[src/hdl/checked_integer_text_parser_core_macros.svh]
// ---------------------------------------------------------------------------
// Assertion macros for the checked integer text parser
// Concurrent checks sampled on clk and held off while rst is high.
// ---------------------------------------------------------------------------
`ifndef CHECKED_INTEGER_TEXT_PARSER_CORE_MACROS_SVH
`define CHECKED_INTEGER_TEXT_PARSER_CORE_MACROS_SVH

// Consequent must hold in the same cycle as the antecedent.
`define CITP_ASSERT_NOW(label, ante, cons, msg) \
  label: assert property (@(posedge clk) disable iff (rst) (ante) |-> (cons)) \
    else $error(msg);

// Consequent must hold in the cycle after the antecedent.
`define CITP_ASSERT_NEXT(label, ante, cons, msg) \
  label: assert property (@(posedge clk) disable iff (rst) (ante) |=> (cons)) \
    else $error(msg);

`endif

[src/hdl/citp_pkg.sv]
// ---------------------------------------------------------------------------
// citp_pkg
// Item types, scan phases, character codes and character helpers.
// ---------------------------------------------------------------------------
`default_nettype none

package citp_pkg;

  typedef struct packed {
    logic [7:0] char_byte;
    logic       last_char;
  } in_item_t;

  typedef struct packed {
    logic        parse_ok;
    logic [3:0]  byte_count;
    logic [63:0] value_bits;
  } out_item_t;

  typedef enum logic [6:0] {
    PH_LEAD   = 7'b0000001,
    PH_SIGN   = 7'b0000010,
    PH_ZERO   = 7'b0000100,
    PH_HEXPFX = 7'b0001000,
    PH_DIGITS = 7'b0010000,
    PH_TRAIL  = 7'b0100000,
    PH_ERROR  = 7'b1000000
  } phase_t;

  // Scan state as it stands after the final character of a string
  typedef struct packed {
    phase_t      phase;
    logic        is_negative;
    logic        overflowed;
    logic [63:0] magnitude;
  } scan_snap_t;

  typedef struct packed {
    logic fin_valid;
    logic fin_free;
  } res_status_t;

  typedef struct packed {
    logic       valid;
    logic [3:0] value;
  } digit_t;

  localparam logic [2:0] VALUE_TYPE_RESET = 3'd4;

  localparam logic [7:0] CH_SPACE = 8'h20;
  localparam logic [7:0] CH_TAB   = 8'h09;
  localparam logic [7:0] CH_CR    = 8'h0D;
  localparam logic [7:0] CH_LF    = 8'h0A;
  localparam logic [7:0] CH_FF    = 8'h0C;
  localparam logic [7:0] CH_VT    = 8'h0B;
  localparam logic [7:0] CH_PLUS  = 8'h2B;
  localparam logic [7:0] CH_MINUS = 8'h2D;
  localparam logic [7:0] CH_0     = 8'h30;
  localparam logic [7:0] CH_9     = 8'h39;
  localparam logic [7:0] CH_LO_A  = 8'h61;
  localparam logic [7:0] CH_LO_F  = 8'h66;
  localparam logic [7:0] CH_UP_A  = 8'h41;
  localparam logic [7:0] CH_UP_F  = 8'h46;
  localparam logic [7:0] CH_LO_X  = 8'h78;
  localparam logic [7:0] CH_UP_X  = 8'h58;

  function automatic logic is_space(input logic [7:0] c);
    return (c == CH_SPACE) || (c == CH_TAB) || (c == CH_CR) ||
           (c == CH_LF) || (c == CH_FF) || (c == CH_VT);
  endfunction

  function automatic digit_t digit_of(input logic [7:0] c, input logic hex);
    digit_t d;
    logic [7:0] diff;
    d    = '0;
    diff = '0;
    if (c >= CH_0 && c <= CH_9) begin
      diff = c - CH_0;
      d.valid = 1'b1;
      d.value = diff[3:0];
    end else if (hex && c >= CH_LO_A && c <= CH_LO_F) begin
      diff = c - CH_LO_A + 8'd10;
      d.valid = 1'b1;
      d.value = diff[3:0];
    end else if (hex && c >= CH_UP_A && c <= CH_UP_F) begin
      diff = c - CH_UP_A + 8'd10;
      d.valid = 1'b1;
      d.value = diff[3:0];
    end
    return d;
  endfunction

endpackage

`default_nettype wire

[src/hdl/citp_scan.sv]
// ---------------------------------------------------------------------------
// citp_scan
// Per-character scanner: phase tracking and magnitude accumulation.
// ---------------------------------------------------------------------------
`default_nettype none

module citp_scan (
  input  wire logic                 clk,
  input  wire logic                 rst,
  input  wire logic                 accept,
  input  wire citp_pkg::in_item_t   in_item,
  output citp_pkg::scan_snap_t      snap
);

  citp_pkg::phase_t phase, phase_next;
  logic             is_negative, is_negative_next;
  logic             hex_mode, hex_mode_next;
  logic [63:0]      magnitude, magnitude_next;
  logic             overflowed, overflowed_next;

  logic [7:0]       c;
  logic             c_space;
  citp_pkg::digit_t dig_dec, dig_hex, dig_cur;
  logic [67:0]      dec_sum;
  logic [63:0]      dec_mag, hex_mag, cur_mag;
  logic             dec_ovf, hex_ovf, cur_ovf;

  assign c       = in_item.char_byte;
  assign c_space = citp_pkg::is_space(c);
  assign dig_dec = citp_pkg::digit_of(c, 1'b0);
  assign dig_hex = citp_pkg::digit_of(c, 1'b1);

  // magnitude * 10 + digit, with any carry beyond 64 bits flagging overflow
  assign dec_sum = {1'b0, magnitude, 3'b000} + {3'b000, magnitude, 1'b0}
                   + {64'd0, dig_dec.value};
  assign dec_mag = dec_sum[63:0];
  assign dec_ovf = overflowed || (dec_sum[67:64] != 4'd0);
  assign hex_mag = {magnitude[59:0], dig_hex.value};
  assign hex_ovf = overflowed || (magnitude[63:60] != 4'd0);

  assign dig_cur = hex_mode ? dig_hex : dig_dec;
  assign cur_mag = hex_mode ? hex_mag : dec_mag;
  assign cur_ovf = hex_mode ? hex_ovf : dec_ovf;

  always_comb begin
    phase_next       = phase;
    is_negative_next = is_negative;
    hex_mode_next    = hex_mode;
    magnitude_next   = magnitude;
    overflowed_next  = overflowed;
    unique case (phase) inside
      citp_pkg::PH_LEAD, citp_pkg::PH_SIGN: begin
        if (phase == citp_pkg::PH_LEAD && c_space) begin
          phase_next = phase;
        end else if (phase == citp_pkg::PH_LEAD &&
                     (c == citp_pkg::CH_PLUS || c == citp_pkg::CH_MINUS)) begin
          is_negative_next = (c == citp_pkg::CH_MINUS);
          phase_next       = citp_pkg::PH_SIGN;
        end else if (c == citp_pkg::CH_0) begin
          phase_next = citp_pkg::PH_ZERO;
        end else if (dig_dec.valid) begin
          magnitude_next  = dec_mag;
          overflowed_next = dec_ovf;
          phase_next      = citp_pkg::PH_DIGITS;
        end else begin
          phase_next = citp_pkg::PH_ERROR;
        end
      end
      citp_pkg::PH_ZERO: begin
        // hex_mode is still clear here, so the cur_* terms are decimal
        if (c == citp_pkg::CH_LO_X || c == citp_pkg::CH_UP_X) begin
          hex_mode_next = 1'b1;
          phase_next    = citp_pkg::PH_HEXPFX;
        end else if (c_space) begin
          phase_next = citp_pkg::PH_TRAIL;
        end else if (dig_cur.valid) begin
          magnitude_next  = cur_mag;
          overflowed_next = cur_ovf;
          phase_next      = citp_pkg::PH_DIGITS;
        end else begin
          phase_next = citp_pkg::PH_ERROR;
        end
      end
      citp_pkg::PH_DIGITS: begin
        if (c_space) begin
          phase_next = citp_pkg::PH_TRAIL;
        end else if (dig_cur.valid) begin
          magnitude_next  = cur_mag;
          overflowed_next = cur_ovf;
        end else begin
          phase_next = citp_pkg::PH_ERROR;
        end
      end
      citp_pkg::PH_HEXPFX: begin
        if (dig_hex.valid) begin
          magnitude_next  = hex_mag;
          overflowed_next = hex_ovf;
          phase_next      = citp_pkg::PH_DIGITS;
        end else begin
          phase_next = citp_pkg::PH_ERROR;
        end
      end
      citp_pkg::PH_TRAIL: begin
        if (!c_space) begin
          phase_next = citp_pkg::PH_ERROR;
        end
      end
      default: begin
        phase_next = citp_pkg::PH_ERROR;
      end
    endcase
  end

  assign snap.phase       = phase_next;
  assign snap.is_negative = is_negative_next;
  assign snap.overflowed  = overflowed_next;
  assign snap.magnitude   = magnitude_next;

  always_ff @(posedge clk) begin
    if (rst) begin
      phase       <= citp_pkg::PH_LEAD;
      is_negative <= 1'b0;
      hex_mode    <= 1'b0;
      magnitude   <= '0;
      overflowed  <= 1'b0;
    end else if (accept) begin
      if (in_item.last_char) begin
        // string done: start the next one clean
        phase       <= citp_pkg::PH_LEAD;
        is_negative <= 1'b0;
        hex_mode    <= 1'b0;
        magnitude   <= '0;
        overflowed  <= 1'b0;
      end else begin
        phase       <= phase_next;
        is_negative <= is_negative_next;
        hex_mode    <= hex_mode_next;
        magnitude   <= magnitude_next;
        overflowed  <= overflowed_next;
      end
    end
  end

endmodule

`default_nettype wire

[src/hdl/citp_result.sv]
// ---------------------------------------------------------------------------
// citp_result
// Holds the final scan state, range-checks it against the type and
// presents the result item from an output register.
// ---------------------------------------------------------------------------
`default_nettype none

module citp_result (
  input  wire logic                  clk,
  input  wire logic                  rst,
  input  wire logic                  snap_load,
  input  wire citp_pkg::scan_snap_t  snap,
  input  wire logic [2:0]            value_type,
  output logic                       out_valid,
  input  wire logic                  out_ready,
  output citp_pkg::out_item_t        out_item,
  output citp_pkg::res_status_t      status
);

  logic                 fin_valid;
  citp_pkg::scan_snap_t fin;
  logic                 out_load;

  logic [63:0]          mask, maxv, limit, neg_val;
  logic                 type_signed, shape_ok, range_ok, ok;
  logic [3:0]           bytes;
  citp_pkg::out_item_t  res;

  assign out_load        = fin_valid && (!out_valid || out_ready);
  assign status.fin_valid = fin_valid;
  assign status.fin_free  = !fin_valid || out_load;

  always_comb begin
    unique case (value_type[2:1])
      2'd0:    mask = 64'h0000_0000_0000_00FF;
      2'd1:    mask = 64'h0000_0000_0000_FFFF;
      2'd2:    mask = 64'h0000_0000_FFFF_FFFF;
      default: mask = 64'hFFFF_FFFF_FFFF_FFFF;
    endcase
  end

  assign bytes       = 4'd1 << value_type[2:1];
  assign type_signed = !value_type[0];
  assign maxv        = type_signed ? (mask >> 1) : mask;
  // negative limit is max + 1; an unsigned negative is rejected by its own term in ok
  assign limit       = fin.is_negative ? (maxv + 64'd1) : maxv;
  assign neg_val     = (~fin.magnitude + 64'd1) & mask;

  assign shape_ok = (fin.phase == citp_pkg::PH_ZERO) ||
                    (fin.phase == citp_pkg::PH_DIGITS) ||
                    (fin.phase == citp_pkg::PH_TRAIL);
  assign range_ok = fin.magnitude <= limit;
  assign ok       = shape_ok && !fin.overflowed &&
                    !(fin.is_negative && !type_signed) && range_ok;

  always_comb begin
    res = '0;
    if (ok) begin
      res.parse_ok   = 1'b1;
      res.byte_count = bytes;
      res.value_bits = fin.is_negative ? neg_val : fin.magnitude;
    end
  end

  always_ff @(posedge clk) begin
    if (rst) begin
      fin_valid <= 1'b0;
      out_valid <= 1'b0;
    end else begin
      if (snap_load) begin
        fin_valid <= 1'b1;
      end else if (out_load) begin
        fin_valid <= 1'b0;
      end
      if (out_load) begin
        out_valid <= 1'b1;
      end else if (out_ready) begin
        out_valid <= 1'b0;
      end
    end
  end

  always_ff @(posedge clk) begin
    if (snap_load) begin
      fin <= snap;
    end
    if (out_load) begin
      out_item <= res;
    end
  end

endmodule

`default_nettype wire

[src/hdl/checked_integer_text_parser_core.sv]
// ---------------------------------------------------------------------------
// checked_integer_text_parser_core
// Streaming text-to-integer parser with type range checking.
// ---------------------------------------------------------------------------
// One character is accepted per cycle while in_ready is high, with no gaps
// between strings; in_ready drops while a finished string waits in the
// final-state register and the output register cannot take it. Each
// character updates the scan state in the cycle it is accepted. The flagged
// last character yields one result item: its final scan state is captured,
// then range-checked against value_type into the output register. Characters
// keep flowing while a result waits, if at most one more string is held back.
// value_type is read when the result is formed; write it only when idle.
`default_nettype none

module checked_integer_text_parser_core (
  input  wire logic                clk,
  input  wire logic                rst,
  input  wire logic                in_valid,
  output logic                     in_ready,
  input  wire citp_pkg::in_item_t  in_item,
  output logic                     out_valid,
  input  wire logic                out_ready,
  output citp_pkg::out_item_t      out_item,
  input  wire logic                cfg_wr_en,
  input  wire logic [2:0]          cfg_wr_data
);

`include "checked_integer_text_parser_core_macros.svh"

  logic [2:0]            value_type_reg;
  logic                  in_accept;
  citp_pkg::scan_snap_t  snap;
  citp_pkg::res_status_t status;

  assign in_accept  = in_valid && in_ready;
  assign in_ready   = status.fin_free;

  always_ff @(posedge clk) begin
    if (rst) begin
      value_type_reg <= citp_pkg::VALUE_TYPE_RESET;
    end else if (cfg_wr_en) begin
      value_type_reg <= cfg_wr_data;
    end
  end

  citp_scan u_scan (
    .clk     (clk),
    .rst     (rst),
    .accept  (in_accept),
    .in_item (in_item),
    .snap    (snap)
  );

  citp_result u_result (
    .clk        (clk),
    .rst        (rst),
    .snap_load  (in_accept && in_item.last_char),
    .snap       (snap),
    .value_type (value_type_reg),
    .out_valid  (out_valid),
    .out_ready  (out_ready),
    .out_item   (out_item),
    .status     (status)
  );

  `CITP_ASSERT_NEXT(a_last_fills_fin, in_accept && in_item.last_char, status.fin_valid,
                    "last item did not reach the final stage")
  `CITP_ASSERT_NOW(a_fail_is_zero, out_valid && !out_item.parse_ok,
                   out_item.byte_count == 4'd0 && out_item.value_bits == 64'd0,
                   "failed result carries data")
  `CITP_ASSERT_NOW(a_ok_count, out_valid && out_item.parse_ok,
                   $onehot(out_item.byte_count), "byte count not a power of two")
  `CITP_ASSERT_NOW(a_narrow_upper_zero, out_valid && out_item.byte_count == 4'd1,
                   out_item.value_bits[63:8] == 56'd0, "upper bytes set on 8-bit result")

endmodule

`default_nettype wire
[config.mk]
export PLATFORM = sky130hd
export DESIGN_NAME = checked_integer_text_parser_core
export DESIGN_NICKNAME = d
export VERILOG_FILES = /design/src/hdl/citp_pkg.sv /design/src/hdl/citp_scan.sv /design/src/hdl/citp_result.sv /design/src/hdl/checked_integer_text_parser_core.sv
export VERILOG_INCLUDE_DIRS = /design/src /design/src/hdl
export SDC_FILE = /design/constraint.sdc
export NUM_CORES = 1
export LEC_CHECK = 0
export ABC_AREA = 1
export BUFFER_PORTS_ARGS = -buffer_cell sky130_fd_sc_hd__buf_2
export CORE_MARGIN = 8
export CORE_UTILIZATION = 55
export CTS_BUF_LIST = sky130_fd_sc_hd__clkbuf_2 sky130_fd_sc_hd__clkbuf_4 sky130_fd_sc_hd__clkbuf_8
export CTS_CLUSTER_DIAMETER = 200
export CTS_CLUSTER_SIZE = 8
export DETAILED_ROUTE_END_ITERATION = 12
export PLACE_DENSITY = 0.73
export SYNTH_ARGS = -nofsm -noshare
export SYNTH_HDL_FRONTEND = slang
export SYNTH_HIERARCHICAL = 1
export SYNTH_SLANG_ARGS = --single-unit
[constraint.sdc]
create_clock -name clk -period 4.24 [get_ports clk]
set_input_delay 0 -clock clk [delete_from_list [all_inputs] [get_ports clk]]
set_output_delay 0 -clock clk [all_outputs]
set_load 0.02 [all_outputs]
After elaboration in Yosys (flattened, before gate mapping)

Cells that the tools add are included.
W data, S select, Z words.

Register bits: 221
Bits in latches: 0
Bits in writable memories: 0
ROM bits: 0
Input bits: 17
Output and inout bits: 71
Logic and storage cells: 150
Memories kept: 0

Add/sub/neg operators: 9
Multiply operators: 0
Divide/modulo/power cells: 0
Order comparisons: 7
Equality and inequality tests: 22
Shift operators: 1
Mux-type cells: 56
Bitwise operators: 2
Reductions and logical operators: 38

Operator list:

| cell                    | number |
|---|---|
| $mux W64                | 13 |
| $pmux W64 S4            | 1 |
| $pmux W64 S3            | 1 |
| $add A64 B1 Y64 const B | 2 |
| $mux W7                 | 12 |
| $mux W69                | 1 |
| $add A67 B65 Y68        | 1 |
| $add A68 B4 Y68         | 1 |
| $and A64 B64 Y64        | 1 |
| $le A64 B64 Y1          | 1 |
| $not A64 Y64            | 1 |
| $eq A8 B4 Y1 const B    | 5 |
| $pmux W7 S5             | 1 |
| $eq A8 B6 Y1 const B    | 4 |
| $mux W5                 | 5 |
| $mux W1                 | 21 |
| $eq A8 B7 Y1 const B    | 2 |
| $ge A8 B7 Y1 const B    | 2 |
| $le A8 B7 Y1 const B    | 2 |
| $eq A7 B3 Y1 const B    | 2 |
| $eq A7 B5 Y1 const B    | 2 |
| $eq A7 B6 Y1 const B    | 2 |
| $logic_or A1 B1 Y1      | 13 |
| $logic_and A1 B1 Y1     | 12 |
| 17 further kinds        | 27 |

Longest topological paths before layout

Depth after elaboration: 12
Mapped depth: 29
Depth with buffers taken out: 29

Hierarchy

The synthesis kept the hierarchy.

By module, submodules not included:

| module                           | times used | cells each | area an instance (um^2) | seq. area each (um^2) |
|---|---|---|---|---|
| citp_scan                        | 1          | 2089       | 11668.7                 | 1481.4 |
| citp_result                      | 1          | 1017       | 8768.4                  | 4304.1 |
| checked_integer_text_parser_core | 1          | 22         | 132.6                   | 60.1 |

Worst setup path after synthesis

OpenSTA, ideal clock, no wires.

Path type: register to register
Start point: register u_result.out_valid
End point: register u_result/fin[0] (netlist bit) (enable)
Setup time: 0.506 ns
Arrival: 3.826 ns
Required time: 3.734 ns
Path slack: -0.092 ns
Cell stages (with the launch flop): 4
Buffers on the path: 0
Clock period less this slack: 4.332 ns
Cell sequence: dfxtp_1 nand3_1 nand2_1 nor2_1

Cells in the longest elaborated chain, start to end: 6

RTL lines:

| element                | RTL line                               | RTL |
|---|---|---|
| from (decl)            | citp_result.sv:14                      | `output logic out_valid,` |
| from (signal assigned) | citp_result.sv:68                      | `out_valid <= 1'b0;` |
| from (signal assigned) | citp_result.sv:76                      | `out_valid <= 1'b1;` |
| from (signal assigned) | citp_result.sv:78                      | `out_valid <= 1'b0;` |
| $logic_not A1 Y1       | citp_result.sv:29                      | `assign out_load = fin_valid && (!out_valid \|\| out_ready);` |
| $logic_or A1 B1 Y1     | citp_result.sv:29                      |  |
| $logic_and A1 B1 Y1    | citp_result.sv:29                      |  |
| $logic_or A1 B1 Y1     | citp_result.sv:31                      | `assign status.fin_free = !fin_valid \|\| out_load;` |
| named net in_ready     | checked_integer_text_parser_core.sv:19 | `output logic in_ready,` |
| $logic_and A1 B1 Y1    | checked_integer_text_parser_core.sv:35 | `assign in_accept = in_valid && in_ready;` |
| $logic_and A1 B1 Y1    | checked_integer_text_parser_core.sv:57 | `.snap_load (in_accept && in_item.last_char),` |
| to (signal assigned)   | citp_result.sv:85                      | `fin <= snap;` |
| to (decl)              | citp_result.sv:21                      | `citp_pkg::scan_snap_t fin;` |

The timed path passes the listed nets, and every way through them passes these cells.
A chain may end at the register's enable or synchronous reset.

Worst setup path in the final report

Start point: register value_type_reg[2]
End point: register u_result/out_item[44] (netlist name)

Cells in the longest elaborated chain, start to end: 7
Elaborated cells between the ends (all ways): 11
Those cells by class: 1 x add/sub; 1 x order compare; 2 x eq/ne; 4 x mux; 1 x bitwise; 2 x reduce/logical

RTL lines:

| element                                    | RTL line                               | RTL |
|---|---|---|
| from (decl)                                | checked_integer_text_parser_core.sv:30 | `logic [2:0] value_type_reg;` |
| from (signal assigned)                     | checked_integer_text_parser_core.sv:40 | `value_type_reg <= citp_pkg::VALUE_TYPE_RESET;` |
| from (signal assigned)                     | checked_integer_text_parser_core.sv:42 | `value_type_reg <= cfg_wr_data;` |
| $eq A2 B2 Y1, or another cell as far along | citp_result.sv:34                      | `unique case (value_type[2:1])` |
| $pmux W64 S3 *                             | citp_result.sv:34                      |  |
| $mux W64                                   | citp_result.sv:44                      | `assign maxv = type_signed ? (mask >> 1) : mask;` |
| $add A64 B1 Y64                            | citp_result.sv:46                      | `assign limit = fin.is_negative ? (maxv + 64'd1) : maxv;` |
| $mux W64                                   | citp_result.sv:46                      |  |
| $le A64 B64 Y1                             | citp_result.sv:52                      | `assign range_ok = fin.magnitude <= limit;` |
| $logic_and A1 B1 Y1                        | citp_result.sv:54                      | `!(fin.is_negative && !type_signed) && range_ok;` |

Every way passes the cells marked *; elsewhere a longest branch is shown, timed or not.

==> metrics <==
Slowest-stage cell, CP dfxtp_1; status finished clean; Fmax 269.9 MHz; first-pass GRT wire length 108100 um; clock skew 70.14 ps; RSZ-0062 raised after global routing false; row count 71; fin crit share 87.38%; Cell Area, Synth 20560 um^2; CTS HTree Levels 1; Reg with most FFs u_result/fin; Critical Path Stages 17; clk sink count 221; Die Span Y 209.4 um; CTS hold repair buffers 27; sum of negative setup slack 0 ps; die area 43830 um^2; layout cells sized above 1 9.150%; Largest regs u_result/fin x73, u_result/out_item x69, u_scan/magnitude x64; vias 21120; Syn Area/Cell 6.576 um^2; Final Max Slew Viols 0; largest net degree at the start of global routing 75; cell family with most CP delay simple AND/OR/NAND/NOR gates; syn_nets 3343; Iter 0 DRT Violations 2177; CTS buffer count 31; clock slew seen by the registers of the worst setup and hold paths 70 ps; post-CTS sizing 0; Gate Count Post-Synth 3127; Yosys warning count 6; DP HPWL 54570 um; worst setup path endpoint u_result/out_item[44]; via/cell ratio 5.676; Lkg Pwr 11.08 nW; fin crit period 3705 ps; Final Util 59.81%; worst reg2reg path depth 17; Clock Tree Buf Depth 3; clk root buf clkbuf_8; max reg flops 73; WP data required 4570 ps; CP Launch Type flop; Die W 209.4 um; Reg2Reg Setup Slack 540 ps; wire length per cell 18.45 um; Critical Path Fanout Max 51; RePlAce Congestion 1.007; starting density of the core 55.24%; antenna violations before repair 2; Reg2Reg Launch Point value_type_reg[2]; critical path endpoint category flop; crit-path cells inv_1 -> nor2_1 -> buf_4 -> o21ai_0 -> o31a_1 -> ha_1 -> nand2_1 -> nor3_1 -> and3_1 -> nand2_1 -> nand2_1 -> nand2_1 -> nand2_1 -> nand2_1 -> nand2_2 -> buf_12 -> nor2_1; R2R Path End u_result/out_item[44]; Routed WL 68650 um; DRC Markers 0; Total Nets Final 3437; CORE AREA 37220 um^2; Slew HR 31.54%; setup-violating endpoint count in the final report 0; total grt overflow 0; Post CTS Setup Buffer Count 0; Port-buffer cells 87; Hold WC Path Type primary input to flop; Top-Level Pins 88; cell repeated most along the worst path nand2_1; buffer and inverter count on the worst path 3; Critical Path Max Stage Delay 520 ps; Power Dens Cells 226.8 nW/um^2; VDD IR-drop max 0.0002123 V; drt pass-1 iters 6; area overhead of the layout relative to synthesis 8.264%; vias in the first global route 20370; # Max-Cap Violations 0; CTS tree done; Final Hold Vio Count 0; Worst-Margin Slew 1024 ps; crit path DAT 4040 ps; DRT antenna net count 0; total track usage 30.71%; Setup crit start value_type_reg[2]; Skew-Pair Late Insertion Delay 650 ps; critical path class flop to flop
power by group:
group | total (W) | switching [W] | internal [W]
Clock | 0.00175 | 0.000847 | 0.000901
Combinational | 0.000857 | 0.000565 | 0.000292
Sequential | 0.00244 | 0.0000863 | 0.00236
cell type report:
cell class / count / area, um^2
fillers: 3552 / 14960
multi-input cells: 2395 / 12690
flip-flops and latches: 221 / 5846
inverters: 441 / 1658
repair buffers: 131 / 845.8
clock buffers: 56 / 614.3
well taps: 474 / 593.1
clock inverters: 2 / 16.27
diodes: 1 / 2.502
how the worst min path moves through the flow:
stage,from,end,slack [ps],depth (start not counted)
floorplan,rst,u_result/fin_valid,70,1
global placement,cfg_wr_data[2],value_type_reg[2],230,3
detailed placement,cfg_wr_data[2],value_type_reg[2],230,3
CTS,in_item[1],u_result/fin[0],2,5
global route,in_valid,u_scan/hex_mode,80,6
finish,in_item[1],u_result/fin[0],80,5
cell usage in the layout, fill, tap and decap left out, drive strengths merged, types with 4 or more instances in the layout:
master and instances:
buf 104, a21o 4, o21a 5, dfxtp 79
edfxtp 142, dlygate4sd3 27, xnor2 15, nor3 26
o21ai 85, and2 5, nand3b 25, nand4 38
nor4 6, o211ai 24, clkbuf 56, ha 197
or2 33, o21bai 17, nor2 357, nand2 1012
a21boi 38, inv 441, xor2 13, nand3 260
a21oi 219
worst min-delay path, stage by stage:
cell and delay [ps]:
buf_2 130, inv_1 110, nand4_1 130, a21oi_1 70, nand2_1 140
through the flow:
step / worst slack (ps) / hold WS [ps] / power [W] / area [um^2] / std cells
2_1_floorplan: 900.8 / 69.07 / 0.003076 / 20570 / 3127
3_3_place_gp: 590.2 / 229.3 / 0.003274 / 21360 / 3635
3_5_place_dp: 483.5 / 226.5 / 0.003307 / 21360 / 3635
4_1_cts: 570.7 / 1.632 / 0.005067 / 22260 / 3720
5_1_grt: 100.1 / 83.94 / 0.005268 / 22260 / 3721
6_report: 535.1 / 75.05 / 0.005050 / 22260 / 3721
metal layers:
metal / GRT usage (%) / vias up / wire, um
li1: - / 10330 / -
met1: 40.52 / 9688 / 29670
met2: 50.17 / 946 / 30910
met3: 4.669 / 156 / 5515
met5: 0 / - / 0
met4: 11.86 / 0 / 2553
No activity file was read; power rests on OpenSTA's default activity.
